`src/hw/rtl/cpwm_pkg.sv`:
```
// shared constants and types for the capture pulse width meter
package cpwm_pkg;

    localparam int COUNTER_BITS_DEF = 16;

    localparam int OP_W   = 2;
    localparam int CAP_W  = 16;
    localparam int CFG_W  = 16;
    localparam int US_OUT = 32;

    // op codes of the input beat
    localparam logic [OP_W-1:0] OP_START   = 2'd0;
    localparam logic [OP_W-1:0] OP_CAPTURE = 2'd1;
    localparam logic [OP_W-1:0] OP_TICK    = 2'd2;

    // configuration register indexes
    localparam logic CFG_WIDTHS_WANTED = 1'b0;
    localparam logic CFG_SCALE_Q16     = 1'b1;

    localparam logic [CFG_W-1:0] WIDTHS_WANTED_RST = 16'd1;
    localparam logic [CFG_W-1:0] SCALE_Q16_RST     = 16'd1092;
    localparam logic [CFG_W-1:0] OVF_MAX           = 16'hFFFF;
    localparam logic [CFG_W-1:0] HALF_Q16          = 16'h8000;

    typedef struct packed {
        logic last;
        logic error;
    } t_s1_flags;

endpackage

```
`src/hw/rtl/cpwm_in_if.sv`:
```
// input channel: command, capture or overflow beats
interface cpwm_in_if;
    import cpwm_pkg::*;

    logic            valid;
    logic            ready;
    logic [OP_W-1:0]  op;
    logic [CAP_W-1:0] capture_value;

    modport source (output valid, output op, output capture_value, input ready);
    modport sink   (input valid, input op, input capture_value, output ready);
endinterface

```
`src/hw/rtl/cpwm_out_if.sv`:
```
// output channel: one measured width per beat
interface cpwm_out_if;
    import cpwm_pkg::*;

    logic              valid;
    logic              ready;
    logic [US_OUT-1:0] width_us;
    logic              last;
    logic              error;

    modport source (output valid, output width_us, output last, output error, input ready);
    modport sink   (input valid, input width_us, input last, input error, output ready);
endinterface

```
`src/hw/rtl/capture_pulse_width_meter_top.sv`:
```
// pulse width meter over a free-running input-capture timer
// path: an accepted capture beat goes to the tick count register, then to the
//   scaled width register, which drives the output
// throughput: one input beat per cycle unless o_out stalls, set by the single tick adder and one multiplier
// reset clears run state, the pipeline valids and restores both config registers
module capture_pulse_width_meter_top #(
    parameter int COUNTER_BITS = cpwm_pkg::COUNTER_BITS_DEF
) (
    input  logic                     i_clk,
    input  logic                     i_rst_n,
    input  logic                     i_cfg_we,
    input  logic                     i_cfg_idx,
    input  logic [cpwm_pkg::CFG_W-1:0] i_cfg_data,
    cpwm_in_if.sink                  i_in,
    cpwm_out_if.source               o_out
);
    import cpwm_pkg::*;

    localparam int CUR_W  = (COUNTER_BITS < CAP_W) ? COUNTER_BITS : CAP_W;
    localparam int TICK_W = COUNTER_BITS + CFG_W;
    localparam int Q_W    = TICK_W + CFG_W;
    localparam int SAT_W  = (TICK_W + 1 > US_OUT + 1) ? TICK_W + 1 : US_OUT + 1;
    localparam logic [TICK_W-1:0] SPAN = {{(TICK_W-1){1'b0}}, 1'b1} << COUNTER_BITS;

    // config
    logic [CFG_W-1:0] r_wanted;
    logic [CFG_W-1:0] r_scale;

    // run state
    logic             r_active;
    logic             r_have_ref;
    logic [CUR_W-1:0] r_prev;
    logic [CFG_W-1:0] r_ovf;
    logic [CFG_W-1:0] r_done;

    // stage 1: tick count
    logic              r_s1_valid;
    logic [TICK_W-1:0] r_s1_ticks;
    t_s1_flags         r_s1_flags;

    // stage 2: output register
    logic              r_out_valid;
    logic [US_OUT-1:0] r_out_us;
    t_s1_flags         r_out_flags;

    logic              s1_adv;
    logic              in_acc;
    logic              produce;
    logic [CUR_W-1:0]  cur;
    logic [TICK_W-1:0] cur_x;
    logic [TICK_W-1:0] prev_x;
    logic [TICK_W-1:0] ticks;
    logic              ticks_ok;
    logic [CFG_W-1:0]  n_done;
    logic              fin;

    logic [Q_W-1:0]    q;
    logic [TICK_W-1:0] us;
    logic [SAT_W-1:0]  us_rnd;
    logic [US_OUT-1:0] us_sat;

    assign s1_adv     = !r_out_valid || o_out.ready;
    assign i_in.ready = !r_s1_valid || s1_adv;
    assign in_acc     = i_in.valid && i_in.ready;

    assign cur     = i_in.capture_value[CUR_W-1:0];
    assign cur_x   = TICK_W'(cur);
    assign prev_x  = TICK_W'(r_prev);
    assign produce = (i_in.op == OP_CAPTURE) && r_active && r_have_ref;

    always_comb begin
        if (r_ovf == '0) begin
            if (cur <= r_prev) begin
                ticks = SPAN - prev_x + cur_x;
            end else begin
                ticks = cur_x - prev_x + TICK_W'(1);
            end
        end else begin
            ticks = {r_ovf, {COUNTER_BITS{1'b0}}} - prev_x + cur_x;
        end
    end

    assign ticks_ok = (ticks != '0);
    assign n_done   = r_done + CFG_W'(1);
    assign fin      = (n_done >= r_wanted);

    always_ff @(posedge i_clk) begin
        if (!i_rst_n) begin
            r_wanted <= WIDTHS_WANTED_RST;
            r_scale  <= SCALE_Q16_RST;
        end else if (i_cfg_we) begin
            unique case (i_cfg_idx)
                CFG_WIDTHS_WANTED: r_wanted <= i_cfg_data;
                CFG_SCALE_Q16:     r_scale  <= i_cfg_data;
                default: ;
            endcase
        end
    end

    always_ff @(posedge i_clk) begin
        if (!i_rst_n) begin
            r_active   <= 1'b0;
            r_have_ref <= 1'b0;
            r_prev     <= '0;
            r_ovf      <= '0;
            r_done     <= '0;
        end else if (in_acc) begin
            if (i_in.op == OP_START) begin
                r_active   <= 1'b1;
                r_have_ref <= 1'b0;
                r_prev     <= '0;
                r_ovf      <= '0;
                r_done     <= '0;
            end else if (r_active && i_in.op == OP_TICK) begin
                if (r_ovf != OVF_MAX) begin
                    r_ovf <= r_ovf + CFG_W'(1);
                end
            end else if (r_active && i_in.op == OP_CAPTURE) begin
                r_have_ref <= 1'b1;
                r_prev     <= cur;
                r_ovf      <= '0;
                if (r_have_ref) begin
                    if (!ticks_ok) begin
                        r_active <= 1'b0;
                    end else begin
                        r_done <= n_done;
                        if (fin) begin
                            r_active <= 1'b0;
                        end
                    end
                end
            end
        end
    end

    always_ff @(posedge i_clk) begin
        if (!i_rst_n) begin
            r_s1_valid <= 1'b0;
        end else if (i_in.ready) begin
            r_s1_valid <= in_acc && produce;
        end
    end

    always_ff @(posedge i_clk) begin
        if (in_acc && produce) begin
            r_s1_ticks       <= ticks;
            r_s1_flags.error <= !ticks_ok;
            r_s1_flags.last  <= !ticks_ok || fin;
        end
    end

    // scale by q16 factor, round up only above one half, saturate to 32 bits
    assign q      = Q_W'(r_s1_ticks) * Q_W'(r_scale);
    assign us     = q[Q_W-1:CFG_W];
    assign us_rnd = SAT_W'(us) + SAT_W'(q[CFG_W-1:0] > HALF_Q16);
    assign us_sat = (us_rnd[SAT_W-1:US_OUT] != '0) ? {US_OUT{1'b1}} : us_rnd[US_OUT-1:0];

    always_ff @(posedge i_clk) begin
        if (!i_rst_n) begin
            r_out_valid <= 1'b0;
        end else if (s1_adv) begin
            r_out_valid <= r_s1_valid;
        end
    end

    always_ff @(posedge i_clk) begin
        if (s1_adv && r_s1_valid) begin
            r_out_us    <= r_s1_flags.error ? '0 : us_sat;
            r_out_flags <= r_s1_flags;
        end
    end

    assign o_out.valid    = r_out_valid;
    assign o_out.width_us = r_out_us;
    assign o_out.last     = r_out_flags.last;
    assign o_out.error    = r_out_flags.error;

    // a beat that gives no width leaves stage 1 empty
    a_no_result: assert property (@(posedge i_clk) disable iff (!i_rst_n)
        (in_acc && !produce) |=> !r_s1_valid)
        else $error("stage 1 holds a width for a beat that gives none");

    // the final width of a run closes it
    a_last_closes: assert property (@(posedge i_clk) disable iff (!i_rst_n)
        (in_acc && produce && (fin || !ticks_ok)) |=> !r_active)
        else $error("run still open after its final width");

    // overflow count saturates
    a_ovf_sat: assert property (@(posedge i_clk) disable iff (!i_rst_n)
        (in_acc && r_active && i_in.op == OP_TICK && r_ovf == OVF_MAX) |=> r_ovf == OVF_MAX)
        else $error("overflow count wrapped");

    // an error beat is always the last of its run and carries no width
    a_err_last: assert property (@(posedge i_clk) disable iff (!i_rst_n)
        (o_out.valid && o_out.error) |-> (o_out.last && o_out.width_us == '0))
        else $error("error beat not marked last or has a width");

    // a width reaches the output in the cycle after stage 1 advances
    a_s1_to_out: assert property (@(posedge i_clk) disable iff (!i_rst_n)
        (r_s1_valid && s1_adv) |=> r_out_valid)
        else $error("width lost between stage 1 and output");

endmodule

```
`src/flat_wrapper.sv`:
```
// flat-port wrapper written by rule: the top's interface ports become plain ports
module capture_pulse_width_meter_top_flat import cpwm_pkg::*;
#(
    parameter int COUNTER_BITS = cpwm_pkg::COUNTER_BITS_DEF
)
  (i_clk, i_rst_n, i_cfg_we, i_cfg_idx, i_cfg_data, i_in_valid, i_in_op, i_in_capture_value, i_in_ready, o_out_valid, o_out_width_us, o_out_last, o_out_error, o_out_ready);
  cpwm_in_if i_in_i ();
  cpwm_out_if o_out_i ();
  input  logic i_clk;
  input  logic i_rst_n;
  input  logic i_cfg_we;
  input  logic i_cfg_idx;
  input  logic [cpwm_pkg::CFG_W-1:0] i_cfg_data;
  input wire logic [$bits(i_in_i.valid)-1:0] i_in_valid;
  input wire logic [$bits(i_in_i.op)-1:0] i_in_op;
  input wire logic [$bits(i_in_i.capture_value)-1:0] i_in_capture_value;
  output wire logic [$bits(i_in_i.ready)-1:0] i_in_ready;
  output wire logic [$bits(o_out_i.valid)-1:0] o_out_valid;
  output wire logic [$bits(o_out_i.width_us)-1:0] o_out_width_us;
  output wire logic [$bits(o_out_i.last)-1:0] o_out_last;
  output wire logic [$bits(o_out_i.error)-1:0] o_out_error;
  input wire logic [$bits(o_out_i.ready)-1:0] o_out_ready;
  assign i_in_i.valid = i_in_valid;
  assign i_in_i.op = i_in_op;
  assign i_in_i.capture_value = i_in_capture_value;
  assign i_in_ready = i_in_i.ready;
  assign o_out_valid = o_out_i.valid;
  assign o_out_width_us = o_out_i.width_us;
  assign o_out_last = o_out_i.last;
  assign o_out_error = o_out_i.error;
  assign o_out_i.ready = o_out_ready;
  capture_pulse_width_meter_top #(.COUNTER_BITS(COUNTER_BITS)) u_core (.i_clk(i_clk), .i_rst_n(i_rst_n), .i_cfg_we(i_cfg_we), .i_cfg_idx(i_cfg_idx), .i_cfg_data(i_cfg_data), .i_in(i_in_i), .o_out(o_out_i));
endmodule
```
`config.mk`:
```
export PLATFORM = sky130hd
export DESIGN_NAME = capture_pulse_width_meter_top_flat
export DESIGN_NICKNAME = d
export VERILOG_FILES = /design/src/hw/rtl/cpwm_pkg.sv /design/src/hw/rtl/cpwm_in_if.sv /design/src/hw/rtl/cpwm_out_if.sv /design/src/hw/rtl/capture_pulse_width_meter_top.sv /design/src/flat_wrapper.sv
export SDC_FILE = /design/constraint.sdc
export NUM_CORES = 2
export LEC_CHECK = 0
export BUFFER_PORTS_ARGS = -buffer_cell sky130_fd_sc_hd__clkbuf_2
export CAP_MARGIN = 30
export CORE_MARGIN = 2
export CORE_UTILIZATION = 40
export DETAILED_ROUTE_END_ITERATION = 10
export HOLD_SLACK_MARGIN = 0.08
export RECOVER_POWER = 100
export SLEW_MARGIN = 20
export SYNTH_ARGS = -nofsm -noshare
export SYNTH_HDL_FRONTEND = slang
export SYNTH_SLANG_ARGS = --single-unit
```
`constraint.sdc`:
```
create_clock -name i_clk -period 11 [get_ports i_clk]
set_input_delay 1.1 -clock i_clk [delete_from_list [all_inputs] [get_ports i_clk]]
set_output_delay 1.1 -clock i_clk [all_outputs]
set_load 0.01 [all_outputs]
```
**Word-level counts from Yosys, hierarchy flattened**

Cells that the tools add are included.

- Register bits: 152
- Bits in read-only memories: 0
- Input bits: 40
- Memories: 0
- Output and inout bits: 36
- Bits in writable memories: 0
- Latch bits: 0

- Divide/modulo/power cells: 0
- $add $sub $neg: 9
- Multiplexer cells: 24
- $mul: 1
- Reduce and logical (&&, ||, !) cells: 25
- Shifts and indexed selects: 0
- Equal/unequal tests: 6
- Bitwise gates (word level): 1
- Order comparisons: 3

Operators by type and width:

| kind | count |
|---|---|
| 2-to-1 mux 16 bit | 12 |
| 2-to-1 mux 32 bit | 3 |
| adder 32 x 16 -> 32 bit | 2 |
| multiplier 32 x 16 -> 48 bit | 1 |
| adder 32 x 1 -> 33 bit | 1 |
| adder 16 x 1 -> 16 bit (second input constant) | 2 |
| adder 32 x 1 -> 32 bit (second input constant) | 1 |
| nonzero test 32 bit | 1 |
| subtractor 32 x 16 -> 32 bit | 1 |
| subtractor 17 x 16 -> 18 bit (first input constant) | 1 |
| subtractor 16 x 16 -> 17 bit | 1 |
| >= comparator 16 bit | 1 |
| > comparator 16 bit (second input constant) | 1 |
| less-or-equal comparator 16 bit | 1 |
| logical NOT 16 bit | 1 |
| != test 16 bit (second input constant) | 1 |
| AND reduction 5 bit | 2 |
| 2-to-1 mux 1 bit | 9 |
| logical AND 1 bit | 6 |
| AND reduction 3 bit | 2 |
| nonzero test 2 bit | 3 |
| AND reduction 2 bit | 2 |
| logical NOT 1 bit | 3 |
| logical OR 1 bit | 3 |
| 8 further kinds | 8 |

**Depth between registers and ports, before layout**

- Word-level depth: 10
- Gate-level depth with buffers: 37
- Depth with buffers taken out: 35

**Worst setup path before layout**

No wires, ideal clock.

- Path kind: register to register
- From: reg u_core.r_s1_ticks[1]
- To: reg u_core.r_out_us[31] (netlist: u_core.o_out.width_us[31]), data pin
- Stages on the path, launching flop included: 36
- Path buffers: 2
- Setup slack: 3.304 ns
- Required time: 10.730 ns
- Clock period less this slack: 7.696 ns
- Arrival: 7.426 ns
- Path through: edfxtp_1 clkbuf_1 and2_1 fa_1 inv_1 fa_1 inv_1 ha_1 inv_1 fa_1 fa_1 fa_1 inv_1 ha_1 clkbuf_1 a21oi_1 nand2_1 o21ai_0 nand2b_1 a21o_1 a21oi_1 xnor2_1 o32ai_1 nor2_1 a21oi_1 a211oi_1 ha_1 nand2_1 mux2i_1 nand4_1 nor4_1 nor2b_1 nand2_1 nor3_1 and4b_1 nor3_1

- Cells in the longest elaborated chain, start to end: 4

Ends and longest elaborated chain:

| what | line | RTL |
|---|---|---|
| from (decl) | capture_pulse_width_meter_top.sv:38 | `logic [TICK_W-1:0] r_s1_ticks;` |
| from (signal assigned) | capture_pulse_width_meter_top.sv:146 | `r_s1_ticks <= ticks;` |
| multiplier 32 x 16 -> 48 bit (*) | capture_pulse_width_meter_top.sv:153 | `assign q = Q_W'(r_s1_ticks) * Q_W'(r_scale);` |
| > comparator 16 bit | capture_pulse_width_meter_top.sv:155 | `assign us_rnd = SAT_W'(us) + SAT_W'(q[CFG_W-1:0] > HALF_Q16);` |
| adder 32 x 1 -> 33 bit (*) | capture_pulse_width_meter_top.sv:155 |  |
| 2-to-1 mux 32 bit (*) | capture_pulse_width_meter_top.sv:156 | `assign us_sat = (us_rnd[SAT_W-1:US_OUT] != '0) ? {US_OUT{1'b1}} : us_rnd[US_OUT-1:0];` |
| to (signal assigned) | capture_pulse_width_meter_top.sv:168 | `r_out_us <= r_s1_flags.error ? '0 : us_sat;` |
| to (decl) | capture_pulse_width_meter_top.sv:43 | `logic [US_OUT-1:0] r_out_us;` |

Mark *: on every way between the ends. The rest lies on a longest branch, timed or not.
A chain may end at the register's enable or synchronous reset.

**Final worst setup path**

- From: reg u_core.r_scale[9]
- To: reg u_core.r_out_us[3] (netlist: u_core.o_out.width_us[3]), data pin

- Cells in the longest elaborated chain, start to end: 4

Ends and longest elaborated chain:

| what | line | RTL |
|---|---|---|
| from (decl) | capture_pulse_width_meter_top.sv:27 | `logic [CFG_W-1:0] r_scale;` |
| from (signal assigned) | capture_pulse_width_meter_top.sv:94 | `CFG_SCALE_Q16: r_scale <= i_cfg_data;` |
| multiplier 32 x 16 -> 48 bit (*) | capture_pulse_width_meter_top.sv:153 |  |
| > comparator 16 bit | capture_pulse_width_meter_top.sv:155 |  |
| adder 32 x 1 -> 33 bit (*) | capture_pulse_width_meter_top.sv:155 |  |
| 2-to-1 mux 32 bit (*) | capture_pulse_width_meter_top.sv:156 |  |

Marks and branches as above.

==> results_dict.tcl <==
set metrics [dict create \
    hpwl_mm 57.4 \
    coreArea_um2 67400 \
    layout_commonest_cell "inv_1" \
    die_y_um 265 \
    worst_ep_arrival_time_ns 9.80 \
    grt_overflow 0 \
    ys_ff_latch 152 \
    p_leak_nw 13.0 \
    path_max_fanout 27 \
    netlist.area_leader.share_pct 30.8 \
    synth_simple_gate_area_share_pct 21.3 \
    port-buffer-count 75 \
    cts_setup_buffers 0 \
    critPathLaunch "u_core.r_scale[9]$_SDFFE_PN0P_" \
    synth_area_per_cell_um2 8.46 \
    synthAdderAreaFrac_pct 38.9 \
    regToRegSetupSlack_ns 1.48 \
    crit_path_end_kind "flop" \
    cp.required_ns 11.29 \
    ys_warn_count 0 \
    area_growth_pct 5.49 \
    hp-class "reg2reg" \
    rows 95 \
    viasPerCell 5.34 \
    crit_cells 27 \
    postSynthCellCount 3227 \
    status "finished, violations left" \
    powerDensity_nw_per_um2 159 \
    start_util_pct 40.5 \
    antennaDiodeCount 0 \
    dieArea_um2 70300 \
    r2r-end "u_core.o_out.width_us[3]$_SDFFCE_PP0P_" \
    criticalPathCategory "reg2reg" \
    fmax_mhz 105 \
    ir_worst_vdd_mv 0.120 \
    syn_nets 3863 \
    cts_sinks 152 \
    grt_start_max_net_pins 51 \
    wirelength_mm 72.2 \
    yosysTopAreaCell "fa_1" \
    ant_nets 0 \
    final_cell_mix "inv_1, nand2_1, fa_1" \
    antenna_found_initial 1 \
    synth_area_leaders "fa_1, ha_1, edfxtp_1" \
    maxSlewHeadroom_pct -55.4 \
    path_clk_slew_ns 0.07 \
    cts_buffers 17 \
    crit_top_cell "fa_1" \
    die_w_um 265 \
    ys_seq_area_share_pct 13.6 \
    remaining_drc_errors 0 \
    drt_iter0_markers 1564 \
    maxSlewViolCount 178 \
    synth_area_um2 27300 \
    ctsHoldBuffers 0 \
    finalCritPeriodShare_pct 86.5 \
    insertion_delay_ns 0.49 \
    gp_congestion 0.883 \
    clockBufferDepth 2 \
    io_pins 76 \
    synthArstFlopShare_pct 0 \
    grt_pass1_wl_mm 119 \
    worstSetupEndpoint "u_core.o_out.width_us[3]$_SDFFCE_PP0P_" \
    grt_pass1_vias 22100 \
    synthMuxAreaShare_pct 0.656 \
    cts_tree "yes" \
    crit_buf_inv 6 \
    cts_resized 0 \
    grtUsageTotal_pct 21.4 \
    hold_ws_ns 0.458 \
    vias 21800 \
    layout.nets 3824 \
    max_cap_violations 5 \
    cp-start-kind "flop" \
    ys.flop_type "dfxtp_1" \
    rr_worst_depth 27 \
    first_pass_iters 5 \
    routedWlPerCell_um 17.7 \
    htreeDepth 4 \
    hold_start "u_core.r_s1_flags[1]$_DFFE_PP_" \
    synth_edf_count 68 \
    crit_path_top_delay_cell "clkbuf_1" \
    drive_gt1_share_pct 4.19 \
    finalSetupTns_ns 0 \
    ys_types 101 \
    hold_viol 0 \
    skew_ns 0.0188 \
    synth_top_family_by_area "adder cells" \
    violations "max-capacitance violations, max-slew violations" \
    critPathTopFamily "adder cells" \
    worst_pin_slew_ns 2.33 \
    rsz0062_at_grt "false" \
    crit_path_max_incr_delay_ns 0.74 \
    r2r_start "u_core.r_scale[9]$_SDFFE_PN0P_" \
    period_minus_slack_ns 9.52 \
    synth_compound_area_share_pct 12.2 \
    synth-xor-area-share_pct 3.63 \
    setup_viol_count_final 0 \
    clock-root-buffer "clkbuf_16" \
]
==> cell type report <==
class | instances | area, um^2
clock inverters | 15 | 128
repair buffers | 103 | 531
fillers | 6778 | 38600
flip-flops and latches | 152 | 3720
inverters | 527 | 1980
multi-input cells | 2387 | 20900
clock buffers | 17 | 425
well taps | 873 | 1090
==> state kept, by name (all words and copies together), names as in the netlist, 2 cells and up <==
register and count:
u_core.r_prev 16, u_core.r_s1_flags 2, u_core.r_wanted 16, u_core.r_s1_ticks 32, u_core.r_done 16, u_core.r_scale 16, u_core.o_out.width_us 32, u_core.r_ovf 16
==> cells by family after synthesis <==
kind of cell    after synthesis
compound gates              486
xor+xnor                    113
fa+ha+maj                   596
buf+inv                     688
flops                       152
mux                          17
simple gates               1175
==> power breakdown <==
part           leakage (nW)  switching, W  internal (W)  total (W)
clock network         0.279      0.000276      0.000296   0.000572
logic                  11.4       0.00207       0.00132    0.00339
registers              1.31     0.0000134      0.000596   0.000610
total                  13.0       0.00236       0.00221    0.00457
==> synthesized netlist by cell type (all sizes together), types with 5 or more instances <==
cell / n
fa: 420
mux2: 7
nand2: 515
o21a: 19
nor2b: 34
o2111ai: 7
o22ai: 7
dfxtp: 84
a21boi: 34
nand3: 58
or3: 23
a21o: 56
nor3: 62
o21bai: 10
or4: 9
o211a: 8
nand2b: 17
nand4: 36
edfxtp: 68
and2: 218
nor2: 117
a31oi: 11
xnor2: 81
a221o: 7
a22o: 8
xor2: 32
a21oi: 130
nor4: 22
a211oi: 21
a22oi: 18
or2: 8
o211ai: 15
and3: 19
mux2i: 10
and4: 9
o21ai: 78
inv: 527
ha: 176
a2bb2oi: 5
a311oi: 7
buf: 22
clkbuf: 139
==> worst min path at each step <==
stage          slack, ns  cells past startpoint                     endpoint
3_5_place_dp        0.41                      0  u_core.o_out.last$_DFFE_PP_
3_3_place_gp        0.43                      0  u_core.o_out.last$_DFFE_PP_
4_1_cts             0.45                      0  u_core.o_out.last$_DFFE_PP_
5_1_grt             0.47                      0  u_core.o_out.last$_DFFE_PP_
2_1_floorplan       0.40                      0  u_core.o_out.last$_DFFE_PP_
6_report            0.46                      0  u_core.o_out.last$_DFFE_PP_
==> routing by layer <==
layer	wire [um]	vias up	global-route usage (%)
met2	31500	652	33.3
met5	0	-	0
li1	-	10300	-
met3	5290	73	4.47
met4	1110	0	4.46
met1	34300	10700	30.6
==> metrics by stage <==
step                total power, W  instances  util [%]  setup slack (ns)  area, um^2
finish                     0.00457       4074      42.7              1.48       28800
global placement           0.00399       4038      42.0              2.01       28300
floorplan                  0.00324       3227         -              3.30       27300
CTS                        0.00459       4074      42.9              1.98       28900
global route               0.00507       4074      42.7             0.752       28800
detailed placement         0.00398       4042      42.1              2.00       28300
No activity file was read; power rests on OpenSTA's default activity.
